`src/hdl/frqs_pkg.sv`:
```
`default_nettype none

package frqs_pkg;

    // Fixed field widths of the transaction payloads
    localparam int FUNC_W   = 2;
    localparam int ID_W     = 8;
    localparam int QCOUNT_W = 5;
    localparam int STATUS_W = 2;

    // Defaults for the top-level parameters
    localparam int QUEUE_DEPTH_DEF = 16;
    localparam int ID_BITS_DEF     = 8;

    // Operation codes
    localparam logic [FUNC_W-1:0] FN_YIELD = 2'd0;
    localparam logic [FUNC_W-1:0] FN_ADD   = 2'd1;
    localparam logic [FUNC_W-1:0] FN_TERM  = 2'd2;

    // Result status codes
    localparam logic [STATUS_W-1:0] ST_OK       = 2'd0;
    localparam logic [STATUS_W-1:0] ST_FULL     = 2'd1;
    localparam logic [STATUS_W-1:0] ST_NOTFOUND = 2'd2;
    localparam logic [STATUS_W-1:0] ST_NONE     = 2'd3;

    // Per-cell command: load has priority over shift
    typedef struct packed {
        logic shift;   // take the right neighbor's entry
        logic load;    // take the broadcast load value
    } cell_cmd_t;

endpackage

`default_nettype wire

```
`src/hdl/frqs_req_if.sv`:
```
`default_nettype none

interface frqs_req_if;
    import frqs_pkg::*;

    logic              valid;
    logic              ready;
    logic [FUNC_W-1:0] func;
    logic [ID_W-1:0]   thread_id;

    modport source (output valid, output func, output thread_id, input ready);
    modport sink   (input valid, input func, input thread_id, output ready);
endinterface

`default_nettype wire

```
`src/hdl/frqs_rsp_if.sv`:
```
`default_nettype none

interface frqs_rsp_if;
    import frqs_pkg::*;

    logic                valid;
    logic                ready;
    logic                dispatch_valid;
    logic [ID_W-1:0]     dispatch_id;
    logic                running_valid;
    logic [ID_W-1:0]     running_id;
    logic [QCOUNT_W-1:0] queue_count;
    logic [STATUS_W-1:0] status;

    modport source (output valid, output dispatch_valid, output dispatch_id,
                    output running_valid, output running_id, output queue_count,
                    output status, input ready);
    modport sink   (input valid, input dispatch_valid, input dispatch_id,
                    input running_valid, input running_id, input queue_count,
                    input status, output ready);
endinterface

`default_nettype wire

```
`src/hdl/fifo_ready_queue_scheduler_core.sv`:
```
// Round-robin FIFO ready-queue thread scheduler. The ready queue is a row of
// QUEUE_DEPTH cells with the head at cell 0 plus a running-thread register;
// each request transaction (yield, add, terminate) returns exactly one
// result transaction with the dispatch decision, the running thread, the
// queue count (low 5 bits) and a status code. Requests are handled one at a
// time. Yield, add and unused codes pass from acceptance through the execute
// state to the result, waiting there while the result slot is full. Terminate
// rotates the whole queue once through the cell row to find and drop the
// first matching id; if the running thread has that id, the queue head is
// dispatched in its place. The request side is ready again in the same
// cycle that a result appears, even while that result still waits to be
// taken.
`default_nettype none

module fifo_ready_queue_scheduler_core #(
    parameter int QUEUE_DEPTH = frqs_pkg::QUEUE_DEPTH_DEF,
    parameter int ID_BITS     = frqs_pkg::ID_BITS_DEF
) (
    input  wire logic   clk,
    input  wire logic   rst_n,
    frqs_req_if.sink    req,
    frqs_rsp_if.source  rsp
);
    import frqs_pkg::*;

    localparam int IDX_W = $clog2(QUEUE_DEPTH);
    localparam int CNT_W = $clog2(QUEUE_DEPTH + 1);

    typedef enum logic [3:0] {
        S_IDLE    = 4'b0001,
        S_EXEC    = 4'b0010,
        S_SCAN    = 4'b0100,
        S_RESOLVE = 4'b1000
    } state_t;

    state_t             state_reg, state_next;
    logic [FUNC_W-1:0]  func_reg, func_next;
    logic [ID_BITS-1:0] id_reg, id_next;
    logic [CNT_W-1:0]   cnt_reg, cnt_next;
    logic [CNT_W-1:0]   scan_reg, scan_next;
    logic               found_reg, found_next;
    logic               run_valid_reg, run_valid_next;
    logic [ID_BITS-1:0] run_id_reg, run_id_next;

    // Result register
    logic                rsp_valid_reg;
    logic                o_disp_valid_reg;
    logic [ID_W-1:0]     o_disp_id_reg;
    logic                o_run_valid_reg;
    logic [ID_W-1:0]     o_run_id_reg;
    logic [QCOUNT_W-1:0] o_count_reg;
    logic [STATUS_W-1:0] o_status_reg;

    // Cell row control
    cell_cmd_t          chain_cmd;
    logic [IDX_W-1:0]   load_idx;
    logic [ID_BITS-1:0] load_val;
    logic [ID_BITS-1:0] head;

    logic               slot_free;
    logic               emit;
    logic               e_disp_valid;
    logic [ID_BITS-1:0] e_disp_id;
    logic [STATUS_W-1:0] e_status;
    logic [CNT_W-1:0]   cnt_dec;
    logic               drop;

    frqs_chain #(
        .QUEUE_DEPTH (QUEUE_DEPTH),
        .ID_BITS     (ID_BITS)
    ) u_chain (
        .clk      (clk),
        .cmd      (chain_cmd),
        .load_idx (load_idx),
        .load_val (load_val),
        .head     (head)
    );

    assign slot_free = !rsp_valid_reg || rsp.ready;
    assign cnt_dec   = cnt_reg - CNT_W'(1);
    assign drop      = !found_reg && (head == id_reg);
    assign req.ready = (state_reg == S_IDLE);

    // Sequencer and queue operations
    always_comb
    begin
        state_next      = state_reg;
        func_next       = func_reg;
        id_next         = id_reg;
        cnt_next        = cnt_reg;
        scan_next       = scan_reg;
        found_next      = found_reg;
        run_valid_next  = run_valid_reg;
        run_id_next     = run_id_reg;
        chain_cmd.shift = 1'b0;
        chain_cmd.load  = 1'b0;
        load_idx        = '0;
        load_val        = head;
        emit            = 1'b0;
        e_disp_valid    = 1'b0;
        e_disp_id       = '0;
        e_status        = ST_OK;

        unique case (state_reg)
            S_IDLE:
            begin
                if (req.valid)
                begin
                    func_next  = req.func;
                    id_next    = ID_BITS'(req.thread_id);
                    state_next = S_EXEC;
                end
            end

            S_EXEC:
            begin
                if (func_reg == FN_TERM)
                begin
                    found_next = 1'b0;
                    scan_next  = cnt_reg;
                    state_next = (cnt_reg != '0) ? S_SCAN : S_RESOLVE;
                end
                else if (slot_free)
                begin
                    emit       = 1'b1;
                    state_next = S_IDLE;
                    case (func_reg)
                        FN_YIELD:
                        begin
                            if (run_valid_reg && cnt_reg != '0)
                            begin
                                // head leaves, running thread goes to the tail
                                e_disp_valid    = 1'b1;
                                e_disp_id       = head;
                                chain_cmd.shift = 1'b1;
                                chain_cmd.load  = 1'b1;
                                load_idx        = cnt_dec[IDX_W-1:0];
                                load_val        = run_id_reg;
                                run_id_next     = head;
                            end
                            else if (run_valid_reg)
                            begin
                                e_disp_valid = 1'b1;
                                e_disp_id    = run_id_reg;
                            end
                            else if (cnt_reg != '0)
                            begin
                                e_disp_valid    = 1'b1;
                                e_disp_id       = head;
                                chain_cmd.shift = 1'b1;
                                cnt_next        = cnt_dec;
                                run_valid_next  = 1'b1;
                                run_id_next     = head;
                            end
                            else
                            begin
                                e_status = ST_NONE;
                            end
                        end
                        FN_ADD:
                        begin
                            if (cnt_reg < CNT_W'(QUEUE_DEPTH))
                            begin
                                chain_cmd.load = 1'b1;
                                load_idx       = cnt_reg[IDX_W-1:0];
                                load_val       = id_reg;
                                cnt_next       = cnt_reg + CNT_W'(1);
                            end
                            else
                            begin
                                e_status = ST_FULL;
                            end
                        end
                        default:
                        begin
                            e_status = ST_OK;
                        end
                    endcase
                end
            end

            S_SCAN:
            begin
                // One rotation step: head goes to the tail unless it is the first match
                chain_cmd.shift = 1'b1;
                if (drop)
                begin
                    cnt_next   = cnt_dec;
                    found_next = 1'b1;
                end
                else
                begin
                    chain_cmd.load = 1'b1;
                    load_idx       = cnt_dec[IDX_W-1:0];
                    load_val       = head;
                end
                scan_next = scan_reg - CNT_W'(1);
                if (scan_reg == CNT_W'(1))
                begin
                    state_next = S_RESOLVE;
                end
            end

            S_RESOLVE:
            begin
                if (slot_free)
                begin
                    emit       = 1'b1;
                    state_next = S_IDLE;
                    if (run_valid_reg && run_id_reg == id_reg)
                    begin
                        if (cnt_reg != '0)
                        begin
                            e_disp_valid    = 1'b1;
                            e_disp_id       = head;
                            chain_cmd.shift = 1'b1;
                            cnt_next        = cnt_dec;
                            run_id_next     = head;
                        end
                        else
                        begin
                            run_valid_next = 1'b0;
                            run_id_next    = '0;
                            e_status       = ST_NONE;
                        end
                    end
                    else if (!found_reg)
                    begin
                        e_status = ST_NOTFOUND;
                    end
                end
            end

            default:
            begin
                state_next = S_IDLE;
            end
        endcase
    end

    // Control state
    always_ff @(posedge clk or negedge rst_n)
    begin
        if (!rst_n)
        begin
            state_reg     <= S_IDLE;
            cnt_reg       <= '0;
            found_reg     <= 1'b0;
            run_valid_reg <= 1'b0;
            run_id_reg    <= '0;
            scan_reg      <= '0;
            rsp_valid_reg <= 1'b0;
        end
        else
        begin
            state_reg     <= state_next;
            cnt_reg       <= cnt_next;
            found_reg     <= found_next;
            run_valid_reg <= run_valid_next;
            run_id_reg    <= run_id_next;
            scan_reg      <= scan_next;
            if (emit)
            begin
                rsp_valid_reg <= 1'b1;
            end
            else if (rsp.ready)
            begin
                rsp_valid_reg <= 1'b0;
            end
        end
    end

    // Request and result payload
    always_ff @(posedge clk)
    begin
        func_reg <= func_next;
        id_reg   <= id_next;
        if (emit)
        begin
            o_disp_valid_reg <= e_disp_valid;
            o_disp_id_reg    <= ID_W'(e_disp_id);
            o_run_valid_reg  <= run_valid_next;
            o_run_id_reg     <= run_valid_next ? ID_W'(run_id_next) : '0;
            o_count_reg      <= QCOUNT_W'(cnt_next);
            o_status_reg     <= e_status;
        end
    end

    assign rsp.valid          = rsp_valid_reg;
    assign rsp.dispatch_valid = o_disp_valid_reg;
    assign rsp.dispatch_id    = o_disp_id_reg;
    assign rsp.running_valid  = o_run_valid_reg;
    assign rsp.running_id     = o_run_id_reg;
    assign rsp.queue_count    = o_count_reg;
    assign rsp.status         = o_status_reg;

endmodule

`default_nettype wire

```
`src/hdl/frqs_cell.sv`:
```
`default_nettype none

module frqs_cell #(
    parameter int ID_BITS = frqs_pkg::ID_BITS_DEF
) (
    input  wire logic               clk,
    input  wire frqs_pkg::cell_cmd_t cmd,
    input  wire logic [ID_BITS-1:0] load_val,
    input  wire logic [ID_BITS-1:0] right_val,
    output logic      [ID_BITS-1:0] value
);
    import frqs_pkg::*;

    logic [ID_BITS-1:0] data_reg;
    logic [ID_BITS-1:0] data_next;

    // Load beats shift; otherwise hold
    always_comb
    begin
        data_next = data_reg;
        if (cmd.load)
        begin
            data_next = load_val;
        end
        else if (cmd.shift)
        begin
            data_next = right_val;
        end
    end

    // Entry storage, contents meaningless until written
    always_ff @(posedge clk)
    begin
        data_reg <= data_next;
    end

    assign value = data_reg;

endmodule

`default_nettype wire

```
`src/hdl/frqs_chain.sv`:
```
`default_nettype none

module frqs_chain #(
    parameter int QUEUE_DEPTH = frqs_pkg::QUEUE_DEPTH_DEF,
    parameter int ID_BITS     = frqs_pkg::ID_BITS_DEF,
    localparam int IDX_W      = $clog2(QUEUE_DEPTH)
) (
    input  wire logic               clk,
    input  wire frqs_pkg::cell_cmd_t cmd,
    input  wire logic [IDX_W-1:0]   load_idx,
    input  wire logic [ID_BITS-1:0] load_val,
    output logic      [ID_BITS-1:0] head
);
    import frqs_pkg::*;

    logic [ID_BITS-1:0] cell_val [QUEUE_DEPTH];

    // Row of cells, head at index 0, entries move toward the head on shift
    for (genvar i = 0; i < QUEUE_DEPTH; i++)
    begin : g_cell
        cell_cmd_t          cell_cmd;
        logic [ID_BITS-1:0] right_val;

        assign cell_cmd.shift = cmd.shift;
        assign cell_cmd.load  = cmd.load && (load_idx == IDX_W'(i));

        if (i == QUEUE_DEPTH - 1)
        begin : g_last
            assign right_val = cell_val[i];
        end
        else
        begin : g_mid
            assign right_val = cell_val[i+1];
        end

        frqs_cell #(
            .ID_BITS (ID_BITS)
        ) u_cell (
            .clk       (clk),
            .cmd       (cell_cmd),
            .load_val  (load_val),
            .right_val (right_val),
            .value     (cell_val[i])
        );
    end

    assign head = cell_val[0];

endmodule

`default_nettype wire

```
`src/flat_wrapper.sv`:
```
// flat-port wrapper written by rule: the top's interface ports become plain ports
module fifo_ready_queue_scheduler_core_flat import frqs_pkg::*;
#(
    parameter int QUEUE_DEPTH = frqs_pkg::QUEUE_DEPTH_DEF,
    parameter int ID_BITS     = frqs_pkg::ID_BITS_DEF
)
  (clk, rst_n, req_valid, req_func, req_thread_id, req_ready, rsp_valid, rsp_dispatch_valid, rsp_dispatch_id, rsp_running_valid, rsp_running_id, rsp_queue_count, rsp_status, rsp_ready);
  frqs_req_if req_i ();
  frqs_rsp_if rsp_i ();
  input  wire logic clk;
  input  wire logic rst_n;
  input wire logic [$bits(req_i.valid)-1:0] req_valid;
  input wire logic [$bits(req_i.func)-1:0] req_func;
  input wire logic [$bits(req_i.thread_id)-1:0] req_thread_id;
  output wire logic [$bits(req_i.ready)-1:0] req_ready;
  output wire logic [$bits(rsp_i.valid)-1:0] rsp_valid;
  output wire logic [$bits(rsp_i.dispatch_valid)-1:0] rsp_dispatch_valid;
  output wire logic [$bits(rsp_i.dispatch_id)-1:0] rsp_dispatch_id;
  output wire logic [$bits(rsp_i.running_valid)-1:0] rsp_running_valid;
  output wire logic [$bits(rsp_i.running_id)-1:0] rsp_running_id;
  output wire logic [$bits(rsp_i.queue_count)-1:0] rsp_queue_count;
  output wire logic [$bits(rsp_i.status)-1:0] rsp_status;
  input wire logic [$bits(rsp_i.ready)-1:0] rsp_ready;
  assign req_i.valid = req_valid;
  assign req_i.func = req_func;
  assign req_i.thread_id = req_thread_id;
  assign req_ready = req_i.ready;
  assign rsp_valid = rsp_i.valid;
  assign rsp_dispatch_valid = rsp_i.dispatch_valid;
  assign rsp_dispatch_id = rsp_i.dispatch_id;
  assign rsp_running_valid = rsp_i.running_valid;
  assign rsp_running_id = rsp_i.running_id;
  assign rsp_queue_count = rsp_i.queue_count;
  assign rsp_status = rsp_i.status;
  assign rsp_i.ready = rsp_ready;
  fifo_ready_queue_scheduler_core #(.QUEUE_DEPTH(QUEUE_DEPTH), .ID_BITS(ID_BITS)) u_core (.clk(clk), .rst_n(rst_n), .req(req_i), .rsp(rsp_i));
endmodule
```
`config.mk`:
```
export PLATFORM = sky130hd
export DESIGN_NAME = fifo_ready_queue_scheduler_core_flat
export DESIGN_NICKNAME = d
export VERILOG_FILES = /design/src/hdl/frqs_pkg.sv /design/src/hdl/frqs_req_if.sv /design/src/hdl/frqs_rsp_if.sv /design/src/hdl/fifo_ready_queue_scheduler_core.sv /design/src/hdl/frqs_cell.sv /design/src/hdl/frqs_chain.sv /design/src/flat_wrapper.sv
export SDC_FILE = /design/constraint.sdc
export NUM_CORES = 1
export LEC_CHECK = 0
export ABC_AREA = 1
export ABC_CLOCK_PERIOD_IN_PS = 7300
export BUFFER_PORTS_ARGS = -buffer_cell sky130_fd_sc_hd__buf_4
export CAP_MARGIN = 20
export CORE_MARGIN = 5
export CORE_UTILIZATION = 42
export CTS_BUF_LIST = sky130_fd_sc_hd__clkbuf_2 sky130_fd_sc_hd__clkbuf_4 sky130_fd_sc_hd__clkbuf_8
export DETAILED_ROUTE_END_ITERATION = 8
export GPL_TIMING_DRIVEN = 0
export PLACE_DENSITY = 0.66
export SETUP_SLACK_MARGIN = 0.5
export SYNTH_ARGS = -nofsm -noshare
export SYNTH_HDL_FRONTEND = slang
export SYNTH_HIERARCHICAL = 1
export SYNTH_SLANG_ARGS = --single-unit
```
`constraint.sdc`:
```
create_clock -name clk -period 7.3 [get_ports clk]
set_input_delay 1.46 -clock clk [delete_from_list [all_inputs] [get_ports clk]]
set_output_delay 1.46 -clock clk [all_outputs]
set_load 0.02 [all_outputs]
```
==> results.py, run 1 <==
metrics = {
    "layout": {
        "largest_reg_flops": 128,
        "final_common_cell": "nand2_1",
        "post-route-util_pct": 47.94,
        "diodes": 0,
        "mostFrequentLayoutCells": "522 x nand2_1, 163 x edfxtp_1, 73 x inv_1",
        "final_cell_area_sq_um": 10850,
        "seq_area_sq_um": 5522,
        "drive_gt1_share_pct": 14.14,
        "num-fill-cells": 2094,
        "area_growth_pct": 12.49,
        "multi_input_area_sq_um": 3527,
        "instances_no_fill": 1452,
        "fin_nets": 1174,
    },
    "placement": {
        "io_buffers": 40,
        "dp_hpwl_um": 15970,
        "place.gp.congestion": 0.9311,
        "placed_cells": 1420,
        "placed_area_sq_um": 10420,
    },
    "yosys": {
        "ys_ff_latch": 188,
        "synth-simple-area-share_pct": 29.14,
        "synth_xor_xnor_area_share_pct": 0.3631,
        "syn_nets": 1107,
        "synth_fa_ha_area_share_pct": 0.7781,
        "synthFlopType": "edfxtp_1",
        "syn_inst": 1087,
        "ys_seq_area_share_pct": 57.23,
        "yosys_warnings": 6,
        "async_reset_ff_share_pct": 13.30,
        "syn_area_sq_um": 9648,
        "synth_top_family_by_area": "simple AND/OR/NAND/NOR gates",
        "synth_compound_area_share_pct": 5.978,
        "yosys.cell_types.count": 40,
        "synth-edff-count": 163,
        "avgSynthCellArea_sq_um": 8.876,
        "synth.mux.area_fraction_pct": 0,
    },
    "timing": {
        "drv_slew": 0,
        "rsz0062_at_grt": "no",
        "hold_violations": 0,
        "worst_pin_slew_ns": 1.022,
        "period_share_pct": 51.64,
        "setup_viol": 0,
        "slew_headroom_pct": 31.55,
        "setup-tns-final_ns": 0,
        "timing.final.crit_period_ns": 3.769,
        "fmax_ghz": 0.2653,
        "finalClockSkew_ns": 0.02056,
    },
    "clocking": {
        "cts.sinks": 188,
        "numCtsBuffers": 17,
        "post_cts_buffers": 0,
        "clk_pin_slew_ns": 0.11,
        "root_buffer": "clkbuf_8",
        "insertion_delay_ns": 0.48,
        "cts-htree-levels": 4,
        "cts_hold_buffers": 0,
        "cts_resized": 0,
        "cts_buffer_depth": 2,
        "tritoncts": "yes",
    },
    "power": {
        "ir_drop_mv": 0.1193,
        "leakagePower_nw": 4.602,
        "pwr_density_cell_nw_per_um2": 290.9,
        "finalPower_mw": 3.157,
    },
    "setup_path": {
        "endpoint_kind": "flop",
        "reg2reg_depth": 14,
        "path_class": "in2reg",
        "cp-start-kind": "input pin",
        "regToRegSetupSlack_ns": 3.76,
        "critPathRequiredTime_ns": 7.45,
        "critPathArrivalTime_ns": 3.92,
        "cp_max_fo": 10,
    },
    "floorplanning": {
        "die_area_sq_um": 26100,
        "initial_core_util_pct": 42.61,
        "rows": 55,
        "die_y_um": 161.6,
        "core_sq_um": 22640,
        "die_x_um": 161.6,
        "io_pins": 41,
    },
    "flow_run": {
        "cap_violations": 0,
    },
    "routing": {
        "vias": 7286,
        "drt-initial-drc-count": 623,
        "drc_errors": 0,
        "ant_nets": 0,
        "drt-pass1-iter-count": 6,
        "routedWlPerCell_um": 15.10,
        "routed_wl_um": 21920,
        "vias_per_cell": 5.018,
    },
    "grt": {
        "grt_pass1_wl_um": 34820,
        "grt_max_degree": 26,
        "grt.total_usage_pct": 17.01,
        "antenna_found_initial": 0,
        "grt_pass1_vias": 6777,
        "grt_overflow": 0,
    },
    "min_path": {
        "hp-class": "reg2reg",
        "hold_depth": 2,
    },
    "outcome": {
        "status": "finished clean",
    },
}
[path summary, 6_finish.rpt]
check / to / from
worst max-delay path: u_core/u_chain/g_cell[9].u_cell/value[7]$_DFFE_PP_ / rsp_ready
worst min-delay path: u_core/u_chain/g_cell[12].u_cell/value[2]$_DFFE_PP_ / u_core/u_chain/g_cell[13].u_cell/value[2]$_DFFE_PP_
worst max register to register: u_core/u_chain/g_cell[15].u_cell/value[5]$_DFFE_PP_ / u_core/cnt_reg[0]$_DFF_PN0_
worst min register to register: u_core/u_chain/g_cell[12].u_cell/value[2]$_DFFE_PP_ / u_core/u_chain/g_cell[13].u_cell/value[2]$_DFFE_PP_
max in group asynchronous: u_core/state_reg[0]$_DFFE_PN1P_ / rst_n
min in group asynchronous: u_core/scan_reg[4]$_DFFE_PN0P_ / rst_n
[report_power, final]
part / switching, mW / total, mW / internal [mW] / leakage (nW)
Sequential: 0.0957 / 1.46 / 1.36 / 1.69
Clock: 0.452 / 0.726 / 0.274 / 0.217
Combinational: 0.680 / 0.974 / 0.294 / 2.70
[worst max-delay path, stage by stage]
cell and delay (ns):
buf_4 0.12, nor2_4 0.23, nor2_1 0.09, inv_1 0.17, nor2_1 0.09, nand2_1 0.32
nand2_1 0.12, nand2_1 0.07, o21ai_0 0.24, inv_1 0.20, nand3_1 0.15, nor2_1 0.19
buf_6 0.16, or2_1 0.30
[routing by layer]
| layer | wire (um) | global-route usage (%) | part of all wire, % |
|---|---|---|---|
| met2 | 10260 | 27.93 | 47 |
| met5 | 0 | 0 | 0 |
| met3 | 1291 | 3.547 | 5.9 |
| met1 | 9690 | 22.21 | 44 |
| met4 | 684 | 6.630 | 3.1 |
[Yosys cell counts (4+ instances only)]
master    number  area (sq um)
buf_2          4         20.02
nand2_1      522          1959
o21a_1         4         30.03
buf_6         18         202.7
inv_1         73         274.0
inv_2         30         112.6
o211ai_1      10         75.07
dfrtp_1       24         600.6
edfxtp_1     163          4895
nor2_1        46         172.7
o221ai_1       4         35.03
or2_1         16         100.1
nor3_1         5         25.02
ha_1           6         75.07
nand3_1       54         270.3
o22ai_1       11         68.82
o21ai_0       26         130.1
a21oi_1       25         125.1
nor2_4         7         78.83
nand4_1        5         31.28
[through the flow]
step / setup slack, ns / hold WS, ns
after detailed placement: 3.024 / 0.4948
after global placement: 2.603 / 0.4901
after CTS: 3.540 / 0.5158
after floorplan: 3.872 / 0.4874
after global routing: 3.222 / 0.5356
final: 3.531 / 0.5154
[final cells by class]
| class | count | area share (%) |
|---|---|---|
| multi-input combinational | 771 | 32.50 |
| timing repair buffer | 48 | 3.562 |
| clock buffer | 17 | 2.156 |
| inverter | 103 | 3.562 |
| clock inverter | 15 | 1.833 |
| tap | 285 | 3.286 |
| buffer | 25 | 2.225 |
| sequential | 188 | 50.88 |
[logic make-up after synthesis]
family,count (synthesis)
adder cells (fa/ha/maj),6
AND/OR/NAND/NOR,669
XOR/XNOR,4
buffers and inverters,128
flip-flops,188
AO/OA/AOI/OAI,92
Note: power is estimated with default switching activity, not from simulation.
==> run 2, diff against run 1 <==
--- a/config.mk
+++ b/config.mk
@@ -6,7 +6,7 @@
 export NUM_CORES = 1
 export LEC_CHECK = 0
 export ABC_AREA = 1
-export ABC_CLOCK_PERIOD_IN_PS = 7300
+export ABC_CLOCK_PERIOD_IN_PS = 3780
 export BUFFER_PORTS_ARGS = -buffer_cell sky130_fd_sc_hd__buf_4
 export CAP_MARGIN = 20
 export CORE_MARGIN = 5
==> constraint.sdc (replaced) <==
create_clock -name clk -period 3.78 [get_ports clk]
set_input_delay 0.756 -clock clk [delete_from_list [all_inputs] [get_ports clk]]
set_output_delay 0.756 -clock clk [all_outputs]
set_load 0.02 [all_outputs]
==> results.py, run 2 (synthesis results as in run 1) <==
metrics = {
    "layout": {
        "largest_reg_flops": 128,
        "mostFrequentLayoutCells": "520 x nand2_1, 163 x edfxtp_1, 73 x inv_1",
        "fin_nets": 1177,
        "area_growth_pct": 13.33,
        "final_common_cell": "nand2_1",
        "diodes": 0,
        "num-fill-cells": 2091,
        "drive_gt1_share_pct": 16.24,
    },
    "timing": {
        "setup_viol": 0,
        "timing.final.crit_period_ns": 3.079,
        "period_share_pct": 81.46,
        "slew_headroom_pct": 34.00,
        "drv_slew": 0,
        "finalClockSkew_ns": 0.02047,
        "worst_pin_slew_ns": 0.9857,
        "fmax_ghz": 0.3247,
        "hold_ws_ns": 0.1681,
        "hold_violations": 0,
        "worst_slack_ns": 0.7007,
        "rsz0062_at_grt": "no",
    },
    "grt": {
        "grt_pass1_vias": 6778,
        "grt_pass1_wl_um": 34830,
        "grt_max_degree": 26,
        "antenna_found_initial": 0,
        "grt.total_usage_pct": 17.00,
        "grt_overflow": 0,
    },
    "setup_path": {
        "cp-start-kind": "flop",
        "path_class": "reg2reg",
        "endpoint_kind": "flop",
        "cp_top_family": "simple AND/OR/NAND/NOR gates",
        "cpMaxStageDelayCell": "dfrtp_1",
        "crit_top_cell": "inv_1",
        "cp_max_fo": 10,
        "path_buf_inv": 5,
        "cp_cell_sequence": "buf_2 -> inv_1 -> ha_1 -> nand3_4 -> nand2_2 -> nor2_4 -> inv_1 -> a21oi_4 -> inv_2 -> nand2_1 -> nand3_1 -> nor2_1 -> buf_6 -> or2_4",
        "critPathArrivalTime_ns": 3.26,
        "critPathRequiredTime_ns": 3.96,
        "critical_path.max_stage_delay_ns": 0.41,
    },
    "floorplanning": {
        "io_pins": 41,
        "die_area_sq_um": 26100,
        "die_x_um": 161.6,
        "die_y_um": 161.6,
        "rows": 55,
        "core_sq_um": 22640,
        "initial_core_util_pct": 42.61,
    },
    "clocking": {
        "tritoncts": "yes",
        "insertion_delay_ns": 0.48,
        "clk_pin_slew_ns": 0.12,
        "cts_buffer_depth": 2,
        "cts-htree-levels": 4,
        "cts.sinks": 188,
        "root_buffer": "clkbuf_8",
        "numCtsBuffers": 17,
    },
    "routing": {
        "drt-initial-drc-count": 587,
        "vias": 7290,
        "ant_nets": 0,
        "routedWlPerCell_um": 15.07,
        "vias_per_cell": 5.010,
        "routed_wl_um": 21920,
        "drc_errors": 0,
        "drt-pass1-iter-count": 5,
    },
    "outcome": {
        "status": "finished clean",
    },
    "flow_run": {
        "cap_violations": 0,
    },
    "power": {
        "ir_drop_mv": 0.2331,
        "leakagePower_nw": 4.630,
        "pwr_density_cell_nw_per_um2": 561.0,
    },
    "placement": {
        "dp_hpwl_um": 15970,
        "dp_slack_ns": 0.2084,
        "place.gp.congestion": 0.9311,
        "io_buffers": 40,
    },
    "min_path": {
        "hp-class": "in2async",
    },
}
run 2: power breakdown:
part | internal, mW | total, mW | leakage, nW | switching (mW)
registers | 2.63 | 2.81 | 1.69 | 0.184
clock network | 0.529 | 1.40 | 0.217 | 0.872
logic | 0.596 | 1.92 | 2.72 | 1.33
total | 3.75 | 6.13 | 4.63 | 2.38
run 2: worst paths after layout:
path                                                                     start                                                   to  slack, ns  cells past startpoint
max in group asynchronous                                                rst_n                      u_core/state_reg[0]$_DFFE_PN1P_       3.31                      1
hold reg to reg            u_core/u_chain/g_cell[13].u_cell/value[2]$_DFFE_PP_  u_core/u_chain/g_cell[12].u_cell/value[2]$_DFFE_PP_       0.51                      2
hold / removal                                                           rst_n                       u_core/scan_reg[4]$_DFFE_PN0P_       0.17                      1
setup / recovery                                   u_core/cnt_reg[0]$_DFF_PN0_  u_core/u_chain/g_cell[15].u_cell/value[5]$_DFFE_PP_       0.70                     14
min in group clk                                                   req_func[0]                         u_core/func_reg[0]$_DFFE_PP_       0.44                      1
setup reg to reg                                   u_core/cnt_reg[0]$_DFF_PN0_  u_core/u_chain/g_cell[15].u_cell/value[5]$_DFFE_PP_       0.70                     14
run 2: routing by layer:
| layer | wire (um) | global-route usage (%) | vias up |
|---|---|---|---|
| li1 | - | - | 3686 |
| met1 | 9713 | 22.36 | 3334 |
| met2 | 10200 | 27.84 | 231 |
| met3 | 1321 | 3.419 | 39 |
| met4 | 682 | 6.630 | 0 |
| met5 | 0 | 0 | - |
run 2: repair_timing:
action | CTS | global route
setup buffers | 0 | 3
setup endpoints to repair | 187 | 251
gates resized for setup | 11 | 13
hold buffers | 0 | 0
cloned | 0 | 0
pin swaps | 0 | 2
run 2: through the flow:
step	util, %	power (mW)	instances	area, sq um	setup TNS [ns]
floorplan	-	4.092	1087	9648	0
global placement	45.52	4.633	1412	10300	-3.510
detailed placement	46.02	4.713	1420	10420	0
CTS	48.06	6.135	1452	10880	0
global route	48.30	6.498	1455	10930	0
finish	48.30	6.134	1455	10930	0
run 2: final cells by class:
type                            count  area [sq um]  area share [%]
Sequential cell                   188          5522           50.50
Multi-Input combinational cell    771          3586           32.80
Timing Repair Buffer               51         409.1           3.742
Inverter                          103         386.6           3.536
Tap cell                          285         356.6           3.261
Buffer                             25         241.5           2.209
Clock buffer                       17         234.0           2.140
Clock inverter                     15         198.9           1.819
